<file path="src/rtl/core/sxy_fifo.sv">
// sxy_fifo: small register queue with push/full and pop/empty sides.
// Depends on nothing; DEPTH must be a power of two, at least 2.
module sxy_fifo #(
    parameter int W     = 8,
    parameter int DEPTH = 2
) (
    input  logic         i_clk,
    input  logic         i_rst_n,
    input  logic         i_push,
    input  logic [W-1:0] i_data,
    input  logic         i_pop,
    output logic [W-1:0] o_data,
    output logic         o_full,
    output logic         o_empty
);
    localparam int AW = $clog2(DEPTH);

    logic [W-1:0]  r_mem [DEPTH];
    logic [AW-1:0] r_wptr;
    logic [AW-1:0] r_rptr;
    logic [AW:0]   r_cnt;
    logic          do_push;
    logic          do_pop;

    assign o_full  = (r_cnt == (AW+1)'(DEPTH));
    assign o_empty = (r_cnt == '0);
    assign do_push = i_push && !o_full;
    assign do_pop  = i_pop && !o_empty;
    assign o_data  = r_mem[r_rptr];

    // store incoming entry
    always_ff @(posedge i_clk) begin
        if (do_push) begin
            r_mem[r_wptr] <= i_data;
        end
    end

    // advance pointers and count
    always_ff @(posedge i_clk) begin
        if (!i_rst_n) begin
            r_wptr <= '0;
            r_rptr <= '0;
            r_cnt  <= '0;
        end else begin
            if (do_push) begin
                r_wptr <= r_wptr + AW'(1);
            end
            if (do_pop) begin
                r_rptr <= r_rptr + AW'(1);
            end
            if (do_push && !do_pop) begin
                r_cnt <= r_cnt + (AW+1)'(1);
            end else if (do_pop && !do_push) begin
                r_cnt <= r_cnt - (AW+1)'(1);
            end
        end
    end

endmodule

</file>
<file path="config.mk">
export PLATFORM = sky130hd
export DESIGN_NAME = sxy_fifo
export DESIGN_NICKNAME = d
export VERILOG_FILES = /design/src/rtl/core/sxy_fifo.sv
export SDC_FILE = /design/constraint.sdc
export NUM_CORES = 1
export LEC_CHECK = 0
export BUFFER_PORTS_ARGS = -buffer_cell sky130_fd_sc_hd__buf_4
export CAP_MARGIN = 40
export CORE_MARGIN = 3
export CORE_UTILIZATION = 44
export DETAILED_ROUTE_END_ITERATION = 7
export PLACE_DENSITY = 0.76
export SLEW_MARGIN = 20
export SYNTH_ARGS = -nofsm -noshare
export SYNTH_HDL_FRONTEND = slang
export SYNTH_SLANG_ARGS = --single-unit
</file>
<file path="constraint.sdc">
create_clock -name i_clk -period 1.5 [get_ports i_clk]
set_clock_uncertainty 0.1 [all_clocks]
set_input_delay 0.225 -clock i_clk [delete_from_list [all_inputs] [get_ports i_clk]]
set_output_delay 0.225 -clock i_clk [all_outputs]
set_load 0.1 [all_outputs]
</file>
# Word level (Yosys, flattened, before mapping)
# Memory sizes are Yosys's and may differ from the RTL's. A register that Yosys moved wholly into a read port is not among the register bits.
# Cells that the tools add are included.
[totals]
ff_bits = 4
in_bits = 12
out_inout_bits = 10
ram_bits = 16
n_memories = 1
[memory_table]
columns = ["name", "depth", "word_bits", "rd", "rd_clocked_by_memory_dff", "write_ports", "line_no", "rtl"]
rows = [
  ["r_mem", 2, 8, 1, 1, 1, "18", "logic [W-1:0] r_mem [DEPTH];"],
]
[classes]
n_reduce_logical = 10
muxes = 6
eq_ne = 1
addsub = 4
[op_table]
columns = ["operator", "count"]
rows = [
  ["logical AND 1 bit", 4],
  ["logical NOT 1 bit", 4],
  ["two-way mux 1 bit", 4],
  ["two-way mux 2 bit", 2],
  ["adder 1 bit, second input constant", 2],
  ["adder 2 x 1 -> 2 bit, second input constant", 1],
  ["== test 2 bit, second input constant", 1],
  ["logical NOT 2 bit", 1],
  ["nonzero test 2 bit", 1],
  ["subtractor 2 x 1 -> 2 bit, second input constant", 1],
]

# Longest topological paths before layout
# Gate-level depths: netlist of run 1.
[depth]
word_depth = 7
depth_mapped = 7
ltp_nobuf = 7

# Worst setup path after synthesis of run 1
# OpenSTA, ideal clock, no wires.
[synth_path]
path_type = "flip-flop to flip-flop"
start = "register r_cnt[0]"
end = "register r_cnt[1]"
setup_slack_ns = -0.697
n_path_buf = 0
t_arrival_ns = 2.027
stages_incl_launch_ff = 7
required_time_ns = 1.330
period_less_slack_ns = 2.197
path_cell_list = "dfxtp_1 > nand2b_1 > inv_1 > nor2_1 > ha_1 > or3_1 > a21oi_1"
[synth_via]
elab_chain_cells = 6
elab_cells_between_ends = 15
[synth_lines]
columns = ["element", "line_no", "rtl"]
rows = [
  ["start: declaration", "21", "logic [AW:0] r_cnt;"],
  ["start signal: assignment", "52", "r_cnt <= r_cnt + (AW+1)'(1);"],
  ["start signal: assignment", "54", "r_cnt <= r_cnt - (AW+1)'(1);"],
  ["== test 2 bit *", "25", "assign o_full = (r_cnt == (AW+1)'(DEPTH));"],
  ["net o_full", "13", "output logic o_full,"],
  ["logical NOT 1 bit *", "27", "assign do_push = i_push && !o_full;"],
  ["logical AND 1 bit *", "27", ""],
  ["logical NOT 1 bit", "53", "end else if (do_pop && !do_push) begin"],
  ["logical AND 1 bit", "53", ""],
  ["nonzero test 2 bit (no line)", "--", ""],
]
# Mark *: on every way through the listed nets, which the timed path passes. The rest lies on a longest branch. The select of a mux whose other input is x is not followed.
# A chain may end at the register's enable or synchronous reset.

==> results of run 1 <==
==> worst register-to-register path, delay by kind of cell, from the launching register on <==
kind                     cells  cell delay (ns)
adder cells (fa/ha/maj)      1             0.15
XOR/XNOR                     1             0.08
flip-flops                   1             0.35
AND/OR/NAND/NOR              3             0.66
AO/OA/AOI/OAI                1             0.12
buffers and inverters        1             0.09
==> registers in the layout, indices dropped and copies added, names as in the netlist, named ones only <==
register and cells:
r_cnt 2, r_mem 16, r_rptr 1, r_wptr 1
==> layer usage <==
layer / routed length (um) / part of all wire (%)
met5: 0 / 0
met4: 45 / 2.7
met3: 72 / 4.3
met2: 894 / 53
met1: 671 / 40
==> layout by cell type (no fill, tap or decap) <==
master / instances
o21ai_0: 1
ha_4: 1
nor2_1: 3
nor2_2: 1
xor2_1: 3
edfxtp_1: 16
a21boi_0: 1
buf_8: 1
or3_1: 1
nand2b_4: 1
inv_1: 2
mux2_4: 8
clkbuf_4: 3
dfxtp_1: 2
clkinv_2: 1
dfxtp_2: 3
o21ai_1: 1
buf_6: 1
o21a_1: 1
nor2_4: 1
and3_1: 1
clkinvlp_4: 1
nor3_2: 1
a21oi_1: 1
buf_12: 10
dlygate4sd3_1: 8
buf_4: 18
==> power groups by stage <==
stage	registers [mW]	logic, mW	clock network, mW
global route	0.814	1.97	0.299
CTS	0.801	1.80	0.274
floorplan	0.802	1.05	0
finish	0.804	1.88	0.263
global placement	0.794	1.40	0
detailed placement	0.802	1.42	0
==> worst max path at each step <==
stage	start	endpoint	slack [ns]	depth (start not counted)
after global routing	r_cnt[0]	r_cnt[1]	-0.21	7
final	flop	o_data[1]	-0.12	3
after global placement	r_cnt[0]	r_cnt[1]	-0.02	7
after detailed placement	r_cnt[1]	r_cnt[1]	-0.08	7
after floorplan	r_cnt[0]	r_cnt[1]	-0.51	7
after CTS	flop	o_data[0]	-0.13	3
==> cells in the mapped netlist (2+ instances only) <==
cell type / instances / area (um2)
nor2_1: 5 / 18.8
inv_1: 3 / 11.3
mux2_2: 8 / 90.1
edfxtp_1: 16 / 480
xor2_1: 3 / 26.3
dfxtp_1: 5 / 100
o21ai_0: 2 / 10.0
==> timing repair <==
item / CTS / global route
setup buffers: 0 / 1
cloned: 0 / 0
setup endpoints to repair: 11 / 12
gates resized for setup: 44 / 6
pin swaps: 2 / 2
hold endpoints to repair: 16 / 0
hold buffers: 8 / 0
==> stage by stage <==
stage / utilization [%] / hold WS [ns] / std cells
CTS: 83.1 / 0.0218 / 116
global route: 84.7 / 0.0249 / 116
finish: 84.7 / 0.0283 / 116
global placement: 66.1 / 0.310 / 104
detailed placement: 66.1 / 0.315 / 104
floorplan: - / 0.224 / 51
==> area by class of cell <==
class | instances | area, um2
Sequential cell | 21 | 584
Timing Repair Buffer | 38 | 442
Multi-Input combinational cell | 26 | 267
Fill cell | 86 | 246
Tap cell | 24 | 30.0
Clock buffer | 3 | 22.5
Inverter | 3 | 15.0
Clock inverter | 1 | 5.00
==> cells by family (layout without fill, tap and decap cells) <==
kind of cell | Yosys count | after routing | share of synthesized area [%]
AO/OA/AOI/OAI | 5 | 5 | 3.74
XOR/XNOR | 3 | 3 | 3.27
adder cells (fa/ha/maj) | 1 | 1 | 1.56
buffers and inverters | 4 | 45 | 2.02
flip-flops | 21 | 21 | 72.3
multiplexers | 8 | 8 | 11.2
AND/OR/NAND/NOR | 9 | 9 | 5.92
==> flow_metrics.tcl, run 1 <==
set metrics [dict create \
    run_status "finished, violations left" \
    violations "negative setup slack" \
    die_y_um 48.7 \
    swShare_pct 44.8 \
    grt_busiest_layer "met2" \
    syn_inst 51 \
    cp_max_fo 8 \
    p_leak_nw 0.561 \
    synth_cell_types 16 \
    viasPerCell 4.72 \
    ys_warn_count 0 \
    cts_htree_levels 1 \
    start_util_pct 49.8 \
    syn_avg_cell_area_um2 15.8 \
    area_growth_syn_to_layout_pct 69.9 \
    ys.flop_type "edfxtp_1" \
    grt_pass1_vias 607 \
    critical_path_class "reg2out" \
    first_pass_iters 2 \
    clk_path_buf_depth 2 \
    grt.overflow.total 0 \
    cp_cell_sequence "buf_8 -> mux2_4 -> buf_12" \
    r2r_slack_ns -0.12 \
    p_switching_mw 1.32 \
    io_buffers 21 \
    pre_cts_ws_ns -0.0821 \
    power.density_mw_per_mm2 2160 \
    vias 548 \
    finalHoldViolations 0 \
    synth_area_um2 803 \
    grt_pass1_wl_um 2840 \
    finalNetCount 106 \
    drc 0 \
    worst_setup_path_end_kind "output port" \
    drv_cap 0 \
    hold_class "in2reg" \
    first_iter_violations 12 \
    rr_startpoint "r_cnt[0]" \
    p_clk_share_pct 8.9 \
    dpl_cell_area_mm2 0.00107 \
    critPathBufInv 2 \
    pwr-share-seq_pct 27.2 \
    power_frac_comb_pct 63.9 \
    grt_max_degree 13 \
    min_from "i_rst_n" \
    timing.final.ws_setup_ns -0.120 \
    cpPeakStageDelay_ns 0.35 \
    min_delay_path_depth 2 \
    grt_use_met1_pct 18.2 \
    min_delay_worst_endpoint "r_wptr" \
    cp.arrival_ns 1.30 \
    core_mm2 0.00161 \
    ant_nets 0 \
    post-route-period-util_pct 108 \
    clock_latency_ns 0.30 \
    tightest_slew_ns 0.360 \
    grtUsageMet2_pct 28.5 \
    cts_tree "built" \
    fp.dieW_um 48.7 \
    design_area_mm2 0.00137 \
    wl_per_cell_um 14.5 \
    fin_total_pwr_mw 2.95 \
    cp_data_required_time_ns 1.17 \
    fmaxAchievable_mhz 617 \
    cts.clk_slew.worst_paths_ns 0.11 \
    min_period_ns 1.62 \
    synth_nets 64 \
    rsz0062_at_grt "yes" \
    layout-drive-gt1-share_pct 55.4 \
    numCtsBuffers 3 \
    yosysSeqAreaShare_pct 72.3 \
    die_area_mm2 0.00237 \
    synth_edf_count 16 \
    setup_viol 9 \
    ir_drop_uv 2250 \
    slew_viol_final 0 \
    path_delay_family "flip-flops" \
    power.internal_mw 1.63 \
    io_pins 22 \
    maxSlewHeadroom_pct 76.0 \
    cts_root_buf "clkbuf_4" \
    reg2reg_depth 7 \
    met3_usage_pct 3.99 \
    wirelength_um 1680 \
    ys_seq_elements 21 \
    antenna_found_initial 0 \
    cts.sinks 21 \
    diodes 0 \
    synthArstFlopShare_pct 0 \
    reg2reg_to "r_cnt[1]" \
    gp_routability_congestion 0.642 \
    rows 14 \
    crit_path_start_kind "flop" \
    tns_ns -1.02 \
    cpMaxStageDelayCell "dfxtp_2" \
    grtUsageTotal_pct 16.1 \
    dp_hpwl_um 1020 \
]
No activity file was read; power rests on OpenSTA's default activity.
==> run 2: changes to the inputs <==
CORE_UTILIZATION = 35   (was 44)
PLACE_DENSITY = 0.63   (was 0.76)
==> run 2 against run 1 <==
  * The run still ends with negative setup slack left
  * Worst hold slack got worse by 0.0079 ns
  * Routed wire length is 14% lower
  * Critical path depth increased by 4
  * Total power fell by 0.72%
  * Sequential cell count did not move
==> flow_metrics.tcl, run 2 (synthesized netlist as in run 1, its figures left out) <==
set metrics [dict create \
    wirelength_um 1440 \
    fp.dieW_um 53.9 \
    cts_root_buf "clkbuf_4" \
    viasPerCell 4.52 \
    crit_path_start_kind "flop" \
    min_period_ns 1.58 \
    core_mm2 0.00206 \
    fmaxAchievable_mhz 633 \
    numPlacedInstances 107 \
    design_area_mm2 0.00134 \
    regArea_um2 584 \
    timing.final.ws_setup_ns -0.0803 \
    wl_per_cell_um 12.5 \
    reg2reg_depth 7 \
    dpl_cell_area_mm2 0.00108 \
    post-route-period-util_pct 105 \
    setup_viol 10 \
    cts_htree_levels 1 \
    pre_cts_ws_ns -0.0800 \
    finalHoldViolations 0 \
    drv_cap 0 \
    p_leak_nw 0.542 \
    violations "negative setup slack" \
    diodes 0 \
    ir_drop_uv 1510 \
    final_common_cell "buf_4" \
    layout-drive-gt1-share_pct 60.2 \
    final_cell_mix "buf_4, edfxtp_1, buf_12" \
    tightest_slew_ns 0.274 \
    n_fill_cell 151 \
    reg2reg_to "r_cnt[1]" \
    slew_viol_final 0 \
    grt_pass1_vias 484 \
    io_pins 22 \
    cp.arrival_ns 1.69 \
    clk_path_buf_depth 2 \
    multiInputGateArea_um2 278 \
    fin_cells 115 \
    largest_register_ffs 16 \
    run_status "finished, violations left" \
    ant_nets 0 \
    cts.clk_slew.worst_paths_ns 0.10 \
    worst_setup_path_end_kind "flop" \
    hold_slack_ns 0.0204 \
    hold_class "in2reg" \
    critical_path_class "reg2reg" \
    numCtsBuffers 3 \
    first_pass_iters 4 \
    critPathLaunch "r_cnt[0]" \
    top_register "r_mem" \
    grtUsageTotal_pct 10.8 \
    die_y_um 53.9 \
    power.density_mw_per_mm2 2180 \
    cts.sinks 21 \
    grt_pass1_wl_um 2190 \
    cts_tree "built" \
    grt.overflow.total 0 \
    rsz0062_at_grt "yes" \
    maxSlewHeadroom_pct 81.6 \
    clock_latency_ns 0.28 \
    cp_max_fo 4 \
    endpoint "r_cnt[1]" \
    cp_data_required_time_ns 1.61 \
    grt_max_degree 12 \
    io_buffers 21 \
    first_iter_violations 5 \
    drc 0 \
    finalNetCount 102 \
    r2r_slack_ns -0.08 \
    tns_ns -0.676 \
    antenna_found_initial 0 \
    rows 16 \
    dp_hpwl_um 954 \
    min_from "i_data[7]" \
    gp_routability_congestion 0.753 \
    area_growth_syn_to_layout_pct 67.0 \
    die_area_mm2 0.00291 \
    reg_top3 "r_mem (16), r_cnt (2)" \
    rr_startpoint "r_cnt[0]" \
    start_util_pct 39.0 \
    vias 520 \
]
run 2: changes by cell type in the layout (fill, tap and decap cells not counted), sizes merged:
cell / previous run / this run
buf: 30 / 32
clkbuf: 3 / 4
dlygate4sd3: 8 / 2
clkinv: 1 / 0
run 2: through the flow:
stage	power, mW	util [%]
after detailed placement	2.24	52.5
after CTS	2.87	62.5
after global placement	2.22	52.5
final	2.93	65.0
after global routing	3.06	65.0
after floorplan	1.85	-
run 2: how the worst min path moves through the flow:
stage | to | slack [ns] | cells after the start
2_1_floorplan | r_mem[0][0] | 0.22 | 0
3_3_place_gp | r_mem[0][7] | 0.31 | 1
3_5_place_dp | r_mem[1][2] | 0.31 | 1
4_1_cts | r_mem[1][7] | 0.02 | 1
5_1_grt | r_mem[0][4] | 0.004 | 1
6_report | r_mem[1][7] | 0.02 | 1
run 2: what timing repair did:
item,CTS,global route
pin swaps,3,0
gates cloned,0,0
setup endpoints to repair,11,19
buffers inserted,1,1
resized for setup,44,6
endpoints found under the hold margin,0,4
hold buffers,0,2
run 2: routing by layer:
layer,track usage (%),wire [um],up-vias
met2,19.8,750,21
met3,2.49,120,0
met1,12.7,569,242
li1,-,-,257
met5,0,0,-
met4,2.55,0,0
run 2: area by class of cell:
class,count,share of cell area (%)
Sequential cell,21,43.6
Timing Repair Buffer,34,30.1
Multi-Input combinational cell,26,20.7
Tap cell,27,2.52
Clock buffer,4,1.96
Inverter,3,1.12
run 2: critical path: stages, from the launching register on:
cell and delay, ns:
dfxtp_2 0.36, nand2b_4 0.14, clkinvlp_4 0.11, nor2_4 0.12
ha_4 0.14, xor2_1 0.06, or3_1 0.34, a21oi_1 0.15
run 2: where the power goes:
part	internal [mW]	leakage, nW	switching [mW]	total [mW]
clock	0.103	0.0150	0.142	0.245
sequential	0.750	0.192	0.0593	0.809
combinational	0.784	0.335	1.09	1.88
total	1.64	0.542	1.29	2.93
==> run 3: changes to the inputs <==
CORE_UTILIZATION = 40   (was 35)
PLACE_DENSITY = 0.7   (was 0.63)
TNS_END_PERCENT = 30   (was default)
==> run 3 against run 2 <==
  * The run still ends with negative setup slack left
  * First-iteration DRC count up 20%
  * Sequential cell count unchanged
  * Critical path depth fell by 4
  * Largest power group unchanged
  * Core utilization up 10 points
  * Critical endpoint is now o_data[6]
  * Routed wire length grew 8.5%
  * Combinational power down 3%
  * Clock power grew 7%
  * Register-to-register slack about the same
  * Via count rose by 3.7%
  * Sequential power decreased by 0.6%
  * Cell count is 2.6% higher
  * Global-route usage is 3.4 points higher
==> flow_metrics.tcl, run 3 (synthesized netlist as in run 1, its figures left out) <==
set metrics [dict create \
    run_status "finished, violations left" \
    violations "negative setup slack" \
    pwr-share-seq_pct 27.9 \
    fin_util_pct 75.0 \
    dp_hpwl_um 1010 \
    die_area_mm2 0.00258 \
    grtUsageTotal_pct 14.2 \
    crit_path_start_kind "flop" \
    cts.clk_slew.worst_paths_ns 0.11 \
    first_iter_violations 6 \
    power.internal_mw 1.60 \
    cp_max_fo 4 \
    critPathBufInv 2 \
    drv_cap 0 \
    hold_class "in2reg" \
    diodes 0 \
    numCtsBuffers 3 \
    fp.dieW_um 50.8 \
    final_common_cell "buf_4" \
    die_y_um 50.8 \
    cts_tree "built" \
    cpMaxStageDelayCell "dfxtp_2" \
    hold_slack_ns 0.0321 \
    io_pins 22 \
    cp_data_required_time_ns 1.17 \
    power.density_mw_per_mm2 2140 \
    p_leak_nw 0.561 \
    cpPeakStageDelay_ns 0.36 \
    cts_htree_levels 1 \
    viasPerCell 4.57 \
    grt_pass1_vias 613 \
    path_delay_family "flip-flops" \
    grt_pass1_wl_um 2660 \
    top_register "r_mem" \
    min_period_ns 1.60 \
    drc 0 \
    grt_max_degree 13 \
    setup_viol 9 \
    largest_register_ffs 16 \
    post_cts_buffers 0 \
    vias 539 \
    core_mm2 0.00180 \
    swShare_pct 44.7 \
    maxSlewHeadroom_pct 75.4 \
    cts.sinks 21 \
    timing.final.ws_setup_ns -0.0982 \
    first_pass_iters 3 \
    rsz0062_at_grt "yes" \
    io_buffers 21 \
    wirelength_um 1560 \
    clock_latency_ns 0.30 \
    reg_top3 "r_mem (16), r_cnt (2)" \
    finalNetCount 107 \
    tightest_slew_ns 0.369 \
    post-route-period-util_pct 107 \
    fmaxAchievable_mhz 626 \
    p_clk_share_pct 9.1 \
    cp.arrival_ns 1.27 \
    antenna_found_initial 0 \
    worst_setup_path_end_kind "output port" \
    finalHoldViolations 0 \
    cts_root_buf "clkbuf_4" \
    power_frac_comb_pct 63.1 \
    area_growth_syn_to_layout_pct 68.2 \
    clk_path_buf_depth 2 \
    slew_viol_final 0 \
    critical_path_class "reg2out" \
    grt.overflow.total 0 \
    ir_drop_uv 1390 \
    p_switching_mw 1.29 \
    cp_cell_sequence "buf_6 -> mux2_4 -> buf_12" \
    final_cell_mix "buf_4, edfxtp_1, buf_12" \
    layout-drive-gt1-share_pct 54.8 \
    gp_routability_congestion 0.701 \
    n_fill_cell 125 \
    wl_per_cell_um 13.2 \
    rows 15 \
    ant_nets 0 \
    start_util_pct 44.6 \
]
==> run 3: cell types whose count changed in the layout (fill, tap and decap cells not counted) <==
cell,previous run,this run
dlygate4sd3_1,2,8
and3_1,0,1
and3_4,1,0
buf_12,10,9
clkbuf_1,1,0
clkinv_2,0,1
ha_1,0,1
ha_4,1,0
nor2_2,1,2
nor2_4,1,0
nor3_2,0,1
nor3_4,1,0
o21ai_0,1,2
o21ai_1,1,0
==> run 3: final cells by class <==
class	count	area (um2)	share of cell area [%]
repair buffers	39	444	32.9
inverters	3	15.0	1.11
clock buffers	3	22.5	1.67
flip-flops and latches	21	584	43.2
well taps	25	31.3	2.31
clock inverters	1	5.00	0.370
multi-input cells	26	249	18.4
==> run 3: power groups by stage <==
stage	combinational [mW]	clock (mW)	sequential, mW
after global routing	1.90	0.289	0.815
after detailed placement	1.43	0	0.807
after global placement	1.42	0	0.798
after floorplan	1.05	0	0.802
final	1.82	0.261	0.804
after CTS	1.77	0.266	0.804
==> run 3: repair_timing <==
item                                    4_1_cts  5_1_grt
cloned                                        0        0
endpoints found under the setup margin       11       18
pin swaps                                     0        1
resized for setup                            40        4
endpoints found under the hold margin         7        8
hold buffers                                  4        4
==> run 3: per-stage QoR <==
stage          worst slack [ns]  TNS [ns]  instance area [um2]  instances  power [mW]
2_1_floorplan            -0.506     -5.11                  816         51        1.85
3_3_place_gp            -0.0135   -0.0135                 1070        106        2.22
3_5_place_dp            -0.0458   -0.0458                 1070        106        2.24
4_1_cts                  -0.105    -0.881                 1300        114        2.85
5_1_grt                  -0.147     -1.31                 1350        118        3.01
6_report                -0.0982    -0.789                 1350        118        2.89
==> run 3: path summary, 6_finish.rpt <==
| kind | startpoint | to | slack (ns) | cells after the start |
|---|---|---|---|---|
| max | flop | o_data[6] | -0.1 | 3 |
| min | i_rst_n | r_wptr | 0.03 | 2 |
| max reg2reg | r_cnt[0] | r_cnt[1] | -0.07 | 7 |
| min reg2reg | r_rptr | flop | 0.45 | 2 |
==> run 3: layer usage <==
metal	wire length [um]	vias to the layer above	GRT usage, %
li1	-	268	-
met4	20	0	5.38
met5	0	-	0
met1	623	253	15.6
met2	866	14	26.7
met3	52	4	2.92
